[src/design/assert_macros.svh]
// Assertion helpers shared by the RTL.
`ifndef ASSERT_MACROS_SVH
`define ASSERT_MACROS_SVH

// Same-cycle implication.
`define ASSERT_IMPLIES(label, clk, rst, ante, cons) \
   label: assert property (@(posedge clk) disable iff (rst) (ante) |-> (cons)) \
      else $error("assertion failed");

// Next-cycle implication.
`define ASSERT_NEXT(label, clk, rst, ante, cons) \
   label: assert property (@(posedge clk) disable iff (rst) (ante) |=> (cons)) \
      else $error("assertion failed");

`endif

[src/design/upd_pkg.sv]
`timescale 1ns / 1ps

package upd_pkg;

   localparam logic [7:0] CHAR_PERCENT = 8'h25;
   localparam logic [7:0] CHAR_U       = 8'h75;
   localparam logic [7:0] CHAR_PLUS    = 8'h2B;
   localparam logic [7:0] CHAR_SPACE   = 8'h20;
   localparam logic [2:0] SKIP_COUNT   = 3'd4;

   typedef struct packed {
      logic [7:0] in_byte;
      logic       last_in;
   } req_item_type;

   typedef struct packed {
      logic       byte_valid;
      logic [7:0] out_byte;
      logic       last_out;
      logic       bad_input;
   } rsp_item_type;

   typedef struct packed {
      logic       ok;
      logic [3:0] value;
   } hex_type;

   function automatic hex_type hex_decode(input logic [7:0] c);
      hex_type h;
      h.ok    = 1'b0;
      h.value = 4'h0;
      if (c >= 8'h30 && c <= 8'h39) begin
         h.ok    = 1'b1;
         h.value = c[3:0];
      end else if ((c >= 8'h61 && c <= 8'h66) || (c >= 8'h41 && c <= 8'h46)) begin
         h.ok    = 1'b1;
         h.value = c[3:0] + 4'd9;
      end
      return h;
   endfunction

endpackage

[src/design/upd_if.sv]
`timescale 1ns / 1ps

interface upd_req_if;
   logic       valid;
   logic       ready;
   logic [7:0] in_byte;
   logic       last_in;

   modport source (output valid, output in_byte, output last_in, input ready);
   modport sink   (input valid, input in_byte, input last_in, output ready);
endinterface

interface upd_rsp_if;
   logic       valid;
   logic       ready;
   logic       byte_valid;
   logic [7:0] out_byte;
   logic       last_out;
   logic       bad_input;

   modport source (output valid, output byte_valid, output out_byte, output last_out,
                   output bad_input, input ready);
   modport sink   (input valid, input byte_valid, input out_byte, input last_out,
                   input bad_input, output ready);
endinterface

[src/design/upd_in_reg.sv]
`timescale 1ns / 1ps

module upd_in_reg (
   input  logic                  clock,
   input  logic                  reset,
   upd_req_if.sink               req_ch,
   output logic                  item_valid,
   output upd_pkg::req_item_type item,
   input  logic                  item_take
);
   import upd_pkg::*;

   logic         valid_ff;
   req_item_type item_ff;

   assign req_ch.ready = !valid_ff || item_take;
   assign item_valid   = valid_ff;
   assign item         = item_ff;

   always_ff @(posedge clock) begin
      if (reset) begin
         valid_ff <= 1'b0;
      end else if (req_ch.valid && req_ch.ready) begin
         valid_ff <= 1'b1;
      end else if (item_take) begin
         valid_ff <= 1'b0;
      end
      if (req_ch.valid && req_ch.ready) begin
         item_ff.in_byte <= req_ch.in_byte;
         item_ff.last_in <= req_ch.last_in;
      end
   end

endmodule

[src/design/upd_decode.sv]
`timescale 1ns / 1ps
`include "assert_macros.svh"

module upd_decode (
   input  logic                  clock,
   input  logic                  reset,
   input  logic                  item_valid,
   input  upd_pkg::req_item_type item,
   input  logic                  out_free,
   output logic                  item_take,
   output logic                  result_load,
   output upd_pkg::rsp_item_type result
);
   import upd_pkg::*;

   typedef enum logic [1:0] {
      MODE_COPY   = 2'd0,
      MODE_PCT    = 2'd1,
      MODE_SECOND = 2'd2,
      MODE_SKIP   = 2'd3
   } mode_type;

   mode_type   mode_ff, mode_in;
   logic [3:0] digit_ff, digit_in;
   logic [2:0] skip_ff, skip_in, skip_dec;
   logic       err_ff, err_in, err_upd;
   logic       have;
   logic [7:0] val;
   hex_type    hex;

   assign hex       = hex_decode(item.in_byte);
   assign item_take = item_valid && out_free;
   assign skip_dec  = (skip_ff != 3'd0) ? skip_ff - 3'd1 : skip_ff;

   always_comb begin
      mode_in  = mode_ff;
      digit_in = digit_ff;
      skip_in  = skip_ff;
      err_upd  = err_ff;
      have     = 1'b0;
      val      = 8'h00;
      if (!err_ff) begin
         unique case (mode_ff)
            MODE_COPY: begin
               if (item.in_byte == CHAR_PERCENT) begin
                  if (item.last_in) begin
                     err_upd = 1'b1;
                  end else begin
                     mode_in = MODE_PCT;
                  end
               end else begin
                  have = 1'b1;
                  val  = (item.in_byte == CHAR_PLUS) ? CHAR_SPACE : item.in_byte;
               end
            end
            MODE_PCT: begin
               if (item.in_byte == CHAR_U) begin
                  skip_in = SKIP_COUNT;
                  mode_in = MODE_SKIP;
               end else if (item.last_in || !hex.ok) begin
                  err_upd = 1'b1;
                  mode_in = MODE_COPY;
               end else begin
                  digit_in = hex.value;
                  mode_in  = MODE_SECOND;
               end
            end
            MODE_SECOND: begin
               have    = 1'b1;
               val     = hex.ok ? {digit_ff, hex.value} : {4'h0, digit_ff};
               mode_in = MODE_COPY;
            end
            MODE_SKIP: begin
               skip_in = skip_dec;
               if (skip_dec == 3'd0) begin
                  mode_in = MODE_COPY;
               end
            end
         endcase
      end
      err_in = err_upd;
      // end of string: back to reset state
      if (item.last_in) begin
         mode_in  = MODE_COPY;
         digit_in = 4'h0;
         skip_in  = 3'd0;
         err_in   = 1'b0;
      end
   end

   assign result.byte_valid = have;
   assign result.out_byte   = val;
   assign result.last_out   = item.last_in;
   assign result.bad_input  = item.last_in && err_upd;
   assign result_load       = item_take && (have || item.last_in);

   always_ff @(posedge clock) begin
      if (reset) begin
         mode_ff  <= MODE_COPY;
         digit_ff <= 4'h0;
         skip_ff  <= 3'd0;
         err_ff   <= 1'b0;
      end else if (item_take) begin
         mode_ff  <= mode_in;
         digit_ff <= digit_in;
         skip_ff  <= skip_in;
         err_ff   <= err_in;
      end
   end

   `ASSERT_IMPLIES(a_err_in_copy, clock, reset, err_ff, mode_ff == MODE_COPY)
   `ASSERT_IMPLIES(a_skip_range, clock, reset, mode_ff == MODE_SKIP,
                   skip_ff != 3'd0 && skip_ff <= SKIP_COUNT)
   `ASSERT_IMPLIES(a_skip_idle, clock, reset, mode_ff != MODE_SKIP, skip_ff == 3'd0)
   `ASSERT_NEXT(a_last_clears, clock, reset, item_take && item.last_in,
                mode_ff == MODE_COPY && !err_ff && skip_ff == 3'd0)

endmodule

[src/design/upd_out_reg.sv]
`timescale 1ns / 1ps
`include "assert_macros.svh"

module upd_out_reg (
   input  logic                  clock,
   input  logic                  reset,
   input  logic                  result_load,
   input  upd_pkg::rsp_item_type result,
   output logic                  out_free,
   upd_rsp_if.source             rsp_ch
);
   import upd_pkg::*;

   logic         valid_ff;
   rsp_item_type item_ff;

   assign out_free          = !valid_ff || rsp_ch.ready;
   assign rsp_ch.valid      = valid_ff;
   assign rsp_ch.byte_valid = item_ff.byte_valid;
   assign rsp_ch.out_byte   = item_ff.out_byte;
   assign rsp_ch.last_out   = item_ff.last_out;
   assign rsp_ch.bad_input  = item_ff.bad_input;

   always_ff @(posedge clock) begin
      if (reset) begin
         valid_ff <= 1'b0;
      end else if (result_load) begin
         valid_ff <= 1'b1;
      end else if (rsp_ch.ready) begin
         valid_ff <= 1'b0;
      end
      if (result_load) begin
         item_ff <= result;
      end
   end

   `ASSERT_IMPLIES(a_bad_at_end, clock, reset, valid_ff && item_ff.bad_input,
                   item_ff.last_out && !item_ff.byte_valid)
   `ASSERT_IMPLIES(a_beat_has_content, clock, reset, valid_ff,
                   item_ff.byte_valid || item_ff.last_out)
   `ASSERT_IMPLIES(a_load_when_free, clock, reset, result_load, out_free)

endmodule

[src/design/url_percent_decoder.sv]
`timescale 1ns / 1ps

// URL percent decoder: one encoded byte per req beat, at most one rsp beat per byte, a byte
// every cycle unless the rsp side stalls; bytes pass an input, then a result register.
// The decode-state registers (mode, first digit, skip count, error) feed their own update.
// '+' gives a space, "%hh" one byte, "%u" drops itself and four more bytes. On a last byte
// a rsp beat is always given with last_out set; bad_input there means the string is to be
// discarded, and no decoded bytes follow an error within the string.
module url_percent_decoder (
   input  logic      clock,
   input  logic      reset,
   upd_req_if.sink   req_ch,
   upd_rsp_if.source rsp_ch
);
   import upd_pkg::*;

   logic         item_valid;
   req_item_type item;
   logic         item_take;
   logic         out_free;
   logic         result_load;
   rsp_item_type result;

   upd_in_reg u_in_reg (
      .clock      (clock),
      .reset      (reset),
      .req_ch     (req_ch),
      .item_valid (item_valid),
      .item       (item),
      .item_take  (item_take)
   );

   upd_decode u_decode (
      .clock       (clock),
      .reset       (reset),
      .item_valid  (item_valid),
      .item        (item),
      .out_free    (out_free),
      .item_take   (item_take),
      .result_load (result_load),
      .result      (result)
   );

   upd_out_reg u_out_reg (
      .clock       (clock),
      .reset       (reset),
      .result_load (result_load),
      .result      (result),
      .out_free    (out_free),
      .rsp_ch      (rsp_ch)
   );

endmodule
[src/flat_wrapper.sv]
// flat-port wrapper written by rule: the top's interface ports become plain ports
module url_percent_decoder_flat import upd_pkg::*;
  (clock, reset, req_ch_valid, req_ch_in_byte, req_ch_last_in, req_ch_ready, rsp_ch_valid, rsp_ch_byte_valid, rsp_ch_out_byte, rsp_ch_last_out, rsp_ch_bad_input, rsp_ch_ready);
  upd_req_if req_ch_i ();
  upd_rsp_if rsp_ch_i ();
  input  logic clock;
  input  logic reset;
  input wire logic [$bits(req_ch_i.valid)-1:0] req_ch_valid;
  input wire logic [$bits(req_ch_i.in_byte)-1:0] req_ch_in_byte;
  input wire logic [$bits(req_ch_i.last_in)-1:0] req_ch_last_in;
  output wire logic [$bits(req_ch_i.ready)-1:0] req_ch_ready;
  output wire logic [$bits(rsp_ch_i.valid)-1:0] rsp_ch_valid;
  output wire logic [$bits(rsp_ch_i.byte_valid)-1:0] rsp_ch_byte_valid;
  output wire logic [$bits(rsp_ch_i.out_byte)-1:0] rsp_ch_out_byte;
  output wire logic [$bits(rsp_ch_i.last_out)-1:0] rsp_ch_last_out;
  output wire logic [$bits(rsp_ch_i.bad_input)-1:0] rsp_ch_bad_input;
  input wire logic [$bits(rsp_ch_i.ready)-1:0] rsp_ch_ready;
  assign req_ch_i.valid = req_ch_valid;
  assign req_ch_i.in_byte = req_ch_in_byte;
  assign req_ch_i.last_in = req_ch_last_in;
  assign req_ch_ready = req_ch_i.ready;
  assign rsp_ch_valid = rsp_ch_i.valid;
  assign rsp_ch_byte_valid = rsp_ch_i.byte_valid;
  assign rsp_ch_out_byte = rsp_ch_i.out_byte;
  assign rsp_ch_last_out = rsp_ch_i.last_out;
  assign rsp_ch_bad_input = rsp_ch_i.bad_input;
  assign rsp_ch_i.ready = rsp_ch_ready;
  url_percent_decoder u_core (.clock(clock), .reset(reset), .req_ch(req_ch_i), .rsp_ch(rsp_ch_i));
endmodule
[config.mk]
export PLATFORM = sky130hd
export DESIGN_NAME = url_percent_decoder_flat
export DESIGN_NICKNAME = d
export VERILOG_FILES = /design/src/design/upd_pkg.sv /design/src/design/upd_if.sv /design/src/design/upd_in_reg.sv /design/src/design/upd_decode.sv /design/src/design/upd_out_reg.sv /design/src/design/url_percent_decoder.sv /design/src/flat_wrapper.sv
export VERILOG_INCLUDE_DIRS = /design/src /design/src/design
export SDC_FILE = /design/constraint.sdc
export NUM_CORES = 1
export LEC_CHECK = 0
export ABC_AREA = 1
export BUFFER_PORTS_ARGS = -buffer_cell sky130_fd_sc_hd__buf_4
export CORE_ASPECT_RATIO = 1.4
export CORE_MARGIN = 2
export CORE_UTILIZATION = 50
export DETAILED_ROUTE_END_ITERATION = 12
export PLACE_DENSITY = 0.74
export SYNTH_ARGS = -nofsm -noshare
export SYNTH_HDL_FRONTEND = slang
export SYNTH_SLANG_ARGS = --single-unit
[constraint.sdc]
create_clock -name clock -period 1.8 [get_ports clock]
set_input_delay 0.09 -clock clock [delete_from_list [all_inputs] [get_ports clock]]
set_output_delay 0.09 -clock clock [all_outputs]
set_load 0.02 [all_outputs]
; Word-level counts from Yosys, hierarchy flattened
; Index checks and enable logic that the tools add are counted.
[word_totals]
register_bits = 32
out_inout_bits = 13
[classes]
n_mux = 37
n_reduce_logical = 25
n_lt_le_gt_ge = 6
eq_ne = 12
addsub = 2
[ops]
columns = cell, count
row1 = $mux W8, 3
row2 = $mux W4, 5
row3 = $eq A8 B6 Y1 const B, 2
row4 = $ge A8 B7 Y1 const B, 2
row5 = $le A8 B7 Y1 const B, 2
row6 = $pmux W8 S2, 1
row7 = $mux W1, 12
row8 = $mux W2, 6
row9 = $mux W3, 4
row10 = $mux W5, 2
row11 = $ne A3 B2 Y1 const B, 3
row12 = $eq A8 B7 Y1 const B, 1
row13 = $ge A8 B6 Y1 const B, 1
row14 = $le A8 B6 Y1 const B, 1
row15 = $pmux W2 S4, 1
row16 = $reduce_and A4 Y1, 2
row17 = $logic_and A1 B1 Y1, 7
row18 = $ne A2 B1 Y1 const B, 3
row19 = $pmux W3 S2, 1
row20 = $reduce_bool A2 Y1, 3
row21 = $reduce_bool A3 Y1, 2
row22 = $logic_or A1 B1 Y1, 5
row23 = $reduce_and A5 Y1, 1
row24 = $add A4 B4 Y4 const B, 1
row25 = 7 further kinds, 11

; Depth between registers and ports, before layout
[logic_depth]
ltp_word = 12
mapped_depth = 14

; Hierarchy
; A second synthesis with hierarchy kept.
[unflattened]
hier_cells = 221
area_unflattened_um2 = 1793.0
[modules_own_cells]
columns = mod, cells_each, instances, seq_area_each_um2, area_each_um2
row1 = upd_decode, 190, 1, 200.2, 1102.3
row2 = upd_out_reg, 16, 1, 350.3, 372.9
row3 = upd_in_reg, 15, 1, 290.3, 317.8

; Worst setup path before layout
; Ideal clock, no wire load.
[synth_path]
path_kind = register to register
from = register u_core.u_in_reg.item_ff, in the netlist u_core.u_in_reg.item[2]
to = register u_core.u_out_reg.item_ff, in the netlist u_core.u_out_reg.rsp_ch.out_byte[0] (data pin)
arrival_time_ps = 1622
slack_ps = -93
stages_incl_launch_ff = 12
path_buffers = 1
synth_period_minus_slack_ps = 1893
cell_sequence = edfxtp_1 > inv_1 > ha_1 > o21ai_2 > nand2_2 > nand2_4 > inv_4 > nor2_8 > nand2_8 > buf_8 > o211ai_2 > a21oi_2
[synth_via]
elab_chain_len = 7
elab_cells_between_ends = 18
[synth_lines]
columns = element, line_no
row1 = start: declaration, upd_in_reg.sv:14  ; req_item_type item_ff;
row2 = $ge A8 B7 Y1 or $le A8 B7 Y1 (tied branches), upd_pkg.sv:35  ; end else if ((c >= 8'h61 && c <= 8'h66) || (c >= 8'h41 && c <= 8'h46)) begin
row3 = $logic_and A1 B1 Y1, upd_pkg.sv:35
row4 = $logic_or A1 B1 Y1, upd_pkg.sv:35
row5 = $mux W5, upd_pkg.sv:35
row6 = $mux W5, upd_pkg.sv:32  ; if (c >= 8'h30 && c <= 8'h39) begin
row7 = $mux W8, upd_decode.sv:70  ; val = hex.ok ? {digit_ff, hex.value} : {4'h0, digit_ff};
row8 = $pmux W8 S2 *, upd_decode.sv:43  ; unique case (mode_ff)
row9 = end signal: assignment, upd_out_reg.sv:33  ; item_ff <= result;
row10 = end: declaration, upd_out_reg.sv:15  ; rsp_item_type item_ff;
; Mark *: on every way between the ends. The rest lies on a longest branch, timed or not.
; A chain may end at the register's enable or synchronous reset.

; Worst setup path after layout
[layout_path]
from = register u_core.u_in_reg.item_ff, in the netlist u_core.u_in_reg.item[1]
to = register u_core.u_decode.digit_ff[0]
[layout_via]
elab_chain_len = 10
elab_cells_between_ends = 24
[layout_lines]
columns = element, line_no
row1 = $ge A8 B7 Y1 or $le A8 B7 Y1 (tied branches), upd_pkg.sv:35
row2 = $logic_and A1 B1 Y1, upd_pkg.sv:35
row3 = $logic_or A1 B1 Y1, upd_pkg.sv:35
row4 = $mux W5, upd_pkg.sv:35
row5 = $mux W5, upd_pkg.sv:32
row6 = $mux W4, upd_decode.sv:60  ; end else if (item.last_in || !hex.ok) begin
row7 = $mux W4, upd_decode.sv:57  ; if (item.in_byte == CHAR_U) begin
row8 = $mux W4, upd_decode.sv:43
row9 = $mux W4, upd_decode.sv:42  ; if (!err_ff) begin
row10 = $mux W4, upd_decode.sv:83  ; if (item.last_in) begin
row11 = end signal: assignment, upd_decode.sv:105  ; digit_ff <= digit_in;
row12 = end: declaration, upd_decode.sv:24  ; logic [3:0] digit_ff, digit_in;
; Several ways; a longest one is shown, not always the timed one. The select of a mux whose other input is x is not followed.

==> summary by stage <==
GRT
The first global-routing pass estimated 6930 µm of wire. The number of antenna violations at the first check in global routing is 0. The all-layer global routing usage is 20.5%. Summed over all layers, the global routing overflow is 0. Entering global routing, the biggest net connects 19 pins. The number of global-route vias before repair is 1582.

STA
Setup repair after global routing could not meet its margin everywhere. Setup slack on the critical path of the routed design comes to -66.7 ps. The number of endpoints failing setup at the final stage is 22. The count of pins over their slew limit is 0. Based on the critical path, the design can be clocked at up to 0.536 GHz. The final critical path takes up 104% of the cycle.

The transition time of the tightest slew-check pin is 473 ps. Measured against its own limit, the worst slew margin works out to 68.2%. The time the worst path needs with I/O delays and setup is 1870 ps. Across all hold checks on the routed design, the worst slack comes to 84.0 ps.

The final sum of negative setup slack is -711 ps. Across the routed clock network, the largest skew measured is 6.28 ps. The number of failing hold endpoints at the final stage is 0.

Detailed routing
The count of nets left with antenna violations after detail routing is 0. Using the TritonRoute via totals, the vias-per-cell ratio works out to 5.24. The first-pass iteration count of the detailed router is 4. Summed over all layers, the routed wires come to 4530 µm.

After detailed routing, the number of remaining DRC violations is 0. The per-cell routed wire length is 13.6 µm. The detailed router placed 1739 vias in this run. The starting DRC count in detailed routing is 69.

Outcome
The flow ran to the end, but the final reports show violations. The checks that failed: setup timing.

Layout
Of the cells placed in the final design, the portion with a size suffix greater than 1 is 39.3%. The total inserted antenna cells is 0. Compared with the post-synthesis result, the final layout area differs by 39.5%. The design area is 2660 µm². In the final design database the tool counted 309 nets.

Power and ir drop
The relative contribution of combinational cells to total power is 23.4%. The standby leakage power is 1.15 nW. The net switching fraction of the power is 28.1%. The worst ir drop on vdd is 0.588 mV.

The cell-internal power is 0.00134 W. The part of the total power dissipated in sequential elements is 46.5%. Power spread over the standard cell area amounts to 701 nW/µm². The part of the power in the clock network is 30.2%. The switching power summed over all nets is 0.000523 W.

Critical path
Tracing the worst setup path back leads to its startpoint at u_core.u_in_reg.item[1]$_DFFE_PP_. The worst register-to-register path ends at u_core.u_decode.digit_ff[0]$_SDFFE_PP0P_. The type of the worst setup path is flip-flop to flip-flop.

The critical path data arrival time is 2050 ps. The critical path data required time is 1980 ps. For the worst flop-to-flop path, the logic depth is 10. The beginning of the worst register-to-register path is u_core.u_in_reg.item[1]$_DFFE_PP_. STA classifies the critical path startpoint as a flip-flop. The register-to-register setup slack is -70 ps. The worst-path maximum fanout is 8.

The element type at the critical path end is a flip-flop.

Synthesis
In this run the biggest area consumer among cell types represents 31.5% of the synthesized area. Yosys attributes the largest share of cell area to sky130_fd_sc_hd__edfxtp_1 32%, sky130_fd_sc_hd__dfxtp_1 13%, sky130_fd_sc_hd__nand2_1 7.9%, sky130_fd_sc_hd__nand3_1 6.3%, sky130_fd_sc_hd__inv_1 5.3%. The cell type contributing the most total cell area after synthesis is sky130_fd_sc_hd__edfxtp_1.

The predominant post-synthesis flop cell is sky130_fd_sc_hd__edfxtp_1. The async set-or-reset flop fraction in the synthesized netlist is 0%. The mean cell area of the mapped netlist is 8.54 µm².

The number of synthesized flops with an enable pin is 20. Yosys printed 0 warnings. Ranked by instance count, the synthesized netlist is headed by 40 x sky130_fd_sc_hd__nand2_1, 27 x sky130_fd_sc_hd__inv_1, 24 x sky130_fd_sc_hd__nand3_1. For this run, the register share of the synthesized area comes to 44.2%.

The number of instances in the synthesized netlist is 223. The area of the mapped netlist is 1900 µm². sky130_fd_sc_hd__nand2_1 is the most common cell in the netlist. The count of distinct cell types in the synthesized netlist is 36. The number of nets in the synthesized netlist is 243. The number of register bits inferred by synthesis is 32.

Min path
The worst hold path startpoint is rsp_ch_ready. Along the worst hold path, the cell count comes to 4. For hold timing, the worst endpoint is u_core.u_out_reg.rsp_ch.valid$_SDFFE_PP0P_. The tightest min-delay check is of the input pin to flip-flop type.

Floorplanning
The floorplan die width is 56.2 µm. The count of pins on the block boundary is 26. The total die area is 4330 µm².

The initialized floorplan defines 26 standard-cell rows. Measured along the y axis, the die boundary spans 77.0 µm. The core region area is 3640 µm². The effective utilization at floorplan is 52.3%.

CTS
The worst-skew pair later-pin latency is 290 ps. The maximum level of the CTS H-tree is 2. Clock tree synthesis selected as its root buffer the cell sky130_fd_sc_hd__clkbuf_8. The TritonCTS sink count is 32. The clock slew seen by the registers of the worst setup and hold paths is 70 ps. No sink is reached through more buffers than the 2 on the longest clock path.

The number of clock buffers added by TritonCTS is 5. The TritonCTS clock tree is done.

Placed design
The cell area after placement is 2280 µm². The quantity of I/O buffers inserted on ports is 25. The post-placement worst setup slack is -32.7 ps.

At the end of routability-driven placement, the weighted congestion stood at 0.822. The detailed placement HPWL is 2990 µm.

Run
The tool flagged a number of max-cap violations equal to 0.
==> sequential cells by signal, summed over array words and instances, names as in the netlist <==
register and cells:
u_core.u_decode.skip_ff 3, u_core.u_decode.digit_ff 4, u_core.u_out_reg.rsp_ch.valid 1, u_core.u_decode.mode_ff 2
u_core.u_out_reg.rsp_ch.last_out 1, u_core.u_decode.err_ff 1, u_core.u_out_reg.rsp_ch.bad_input 1, u_core.u_out_reg.rsp_ch.byte_valid 1
u_core.u_out_reg.rsp_ch.out_byte 8, u_core.u_in_reg.item_valid 1, u_core.u_in_reg.item 9
==> cell usage in the layout, fill, tap and decap left out, types with 2 or more instances in the layout <==
cell type and n:
sky130_fd_sc_hd__a21oi_1 13, sky130_fd_sc_hd__a21oi_2 9, sky130_fd_sc_hd__buf_4 50, sky130_fd_sc_hd__clkbuf_1 2, sky130_fd_sc_hd__clkbuf_8 6, sky130_fd_sc_hd__dfxtp_1 12
sky130_fd_sc_hd__dlygate4sd3_1 10, sky130_fd_sc_hd__edfxtp_1 20, sky130_fd_sc_hd__ha_1 5, sky130_fd_sc_hd__ha_4 2, sky130_fd_sc_hd__inv_1 22, sky130_fd_sc_hd__inv_2 5
sky130_fd_sc_hd__inv_4 3, sky130_fd_sc_hd__nand2_1 37, sky130_fd_sc_hd__nand2_2 7, sky130_fd_sc_hd__nand2_4 4, sky130_fd_sc_hd__nand2_8 2, sky130_fd_sc_hd__nand3_1 20
sky130_fd_sc_hd__nand3_2 6, sky130_fd_sc_hd__nand3b_1 2, sky130_fd_sc_hd__nor2_1 15, sky130_fd_sc_hd__nor2_2 3, sky130_fd_sc_hd__nor2_4 3, sky130_fd_sc_hd__nor3_1 2
sky130_fd_sc_hd__nor3_2 2, sky130_fd_sc_hd__o211ai_2 4, sky130_fd_sc_hd__o21ai_0 3, sky130_fd_sc_hd__o21ai_1 7, sky130_fd_sc_hd__o21ai_2 2
==> cells by family (layout without fill, tap and decap cells) <==
family,count (synthesis),in the layout,synth area share [%]
DFF,32,32,44.2
xor gates and xnor gates,1,1,0.460
and+or+nand+nor,104,106,28.1
adders and majority gates,7,7,4.60
AOI/OAI and AO/OA,43,43,14.2
buffers and inverters,36,101,8.47
==> area by class of cell <==
type	count	area, µm²
multi-input cells	157	1050
clock buffers	8	90.1
inverters	31	124
repair inverters	1	7.51
flip-flops and latches	32	841
fillers	275	987
well taps	42	52.6
repair buffers	61	487
==> worst max-delay path, cell delays in order (launching register included) <==
cell and delay, ps:
sky130_fd_sc_hd__edfxtp_1 460, sky130_fd_sc_hd__ha_4 220, sky130_fd_sc_hd__nand3_2 100, sky130_fd_sc_hd__buf_4 140
sky130_fd_sc_hd__nor2_4 40, sky130_fd_sc_hd__nor4_1 360, sky130_fd_sc_hd__nand2_4 110, sky130_fd_sc_hd__nand2_8 140
sky130_fd_sc_hd__nand3_2 70, sky130_fd_sc_hd__nand2_2 60, sky130_fd_sc_hd__nor2_1 50
==> per-stage QoR <==
| stage | total power (W) | utilization (%) | cells |
|---|---|---|---|
| 2_1_floorplan | 0.00110 | - | 223 |
| 3_3_place_gp | 0.00122 | 62.7 | 305 |
| 3_5_place_dp | 0.00123 | 62.7 | 305 |
| 4_1_cts | 0.00182 | 68.4 | 325 |
| 5_1_grt | 0.00195 | 72.9 | 332 |
| 6_report | 0.00186 | 72.9 | 332 |
==> how the worst max path moves through the flow <==
stage | slack, ps | endpoint | cells past startpoint
5_1_grt | -190 | u_core.u_decode.digit_ff[2]$_SDFFE_PP0P_ | 10
3_5_place_dp | -30 | u_core.u_decode.digit_ff[0]$_SDFFE_PP0P_ | 13
2_1_floorplan | -40 | u_core.u_out_reg.rsp_ch.out_byte[0]$_SDFFCE_PP0P_ | 12
6_report | -70 | u_core.u_decode.digit_ff[0]$_SDFFE_PP0P_ | 10
4_1_cts | -10 | u_core.u_decode.digit_ff[0]$_SDFFE_PP0P_ | 13
3_3_place_gp | 9 | u_core.u_out_reg.rsp_ch.out_byte[0]$_SDFFCE_PP0P_ | 11
==> power by group through the flow <==
| stage | combinational (W) | sequential (W) | clock [W] |
|---|---|---|---|
| after floorplan | 0.000203 | 0.000897 | 0 |
| after global placement | 0.000348 | 0.000876 | 0 |
| after detailed placement | 0.000356 | 0.000877 | 0 |
| after CTS | 0.000379 | 0.000862 | 0.000577 |
| after global routing | 0.000473 | 0.000869 | 0.000611 |
| final | 0.000435 | 0.000865 | 0.000562 |
==> metal layers <==
layer  vias to the layer above  track usage, %  share of wire [%]
met3                        10            5.06                3.9
met5                         -               0                  0
li1                        879               -                  -
met1                       801            22.8                 38
met2                        49            35.2                 56
met4                         0            11.2                2.4
==> repair_timing <==
| item | 4_1_cts | 5_1_grt |
|---|---|---|
| cloned | 0 | 3 |
| buffers inserted | 2 | 4 |
| resized for setup | 2 | 27 |
| hold buffers | 10 | 0 |
| endpoints found under the hold margin | 12 | 0 |
| setup endpoints to repair | 19 | 30 |
| pin swaps | 0 | 9 |
No activity file was read; power rests on OpenSTA's default activity.
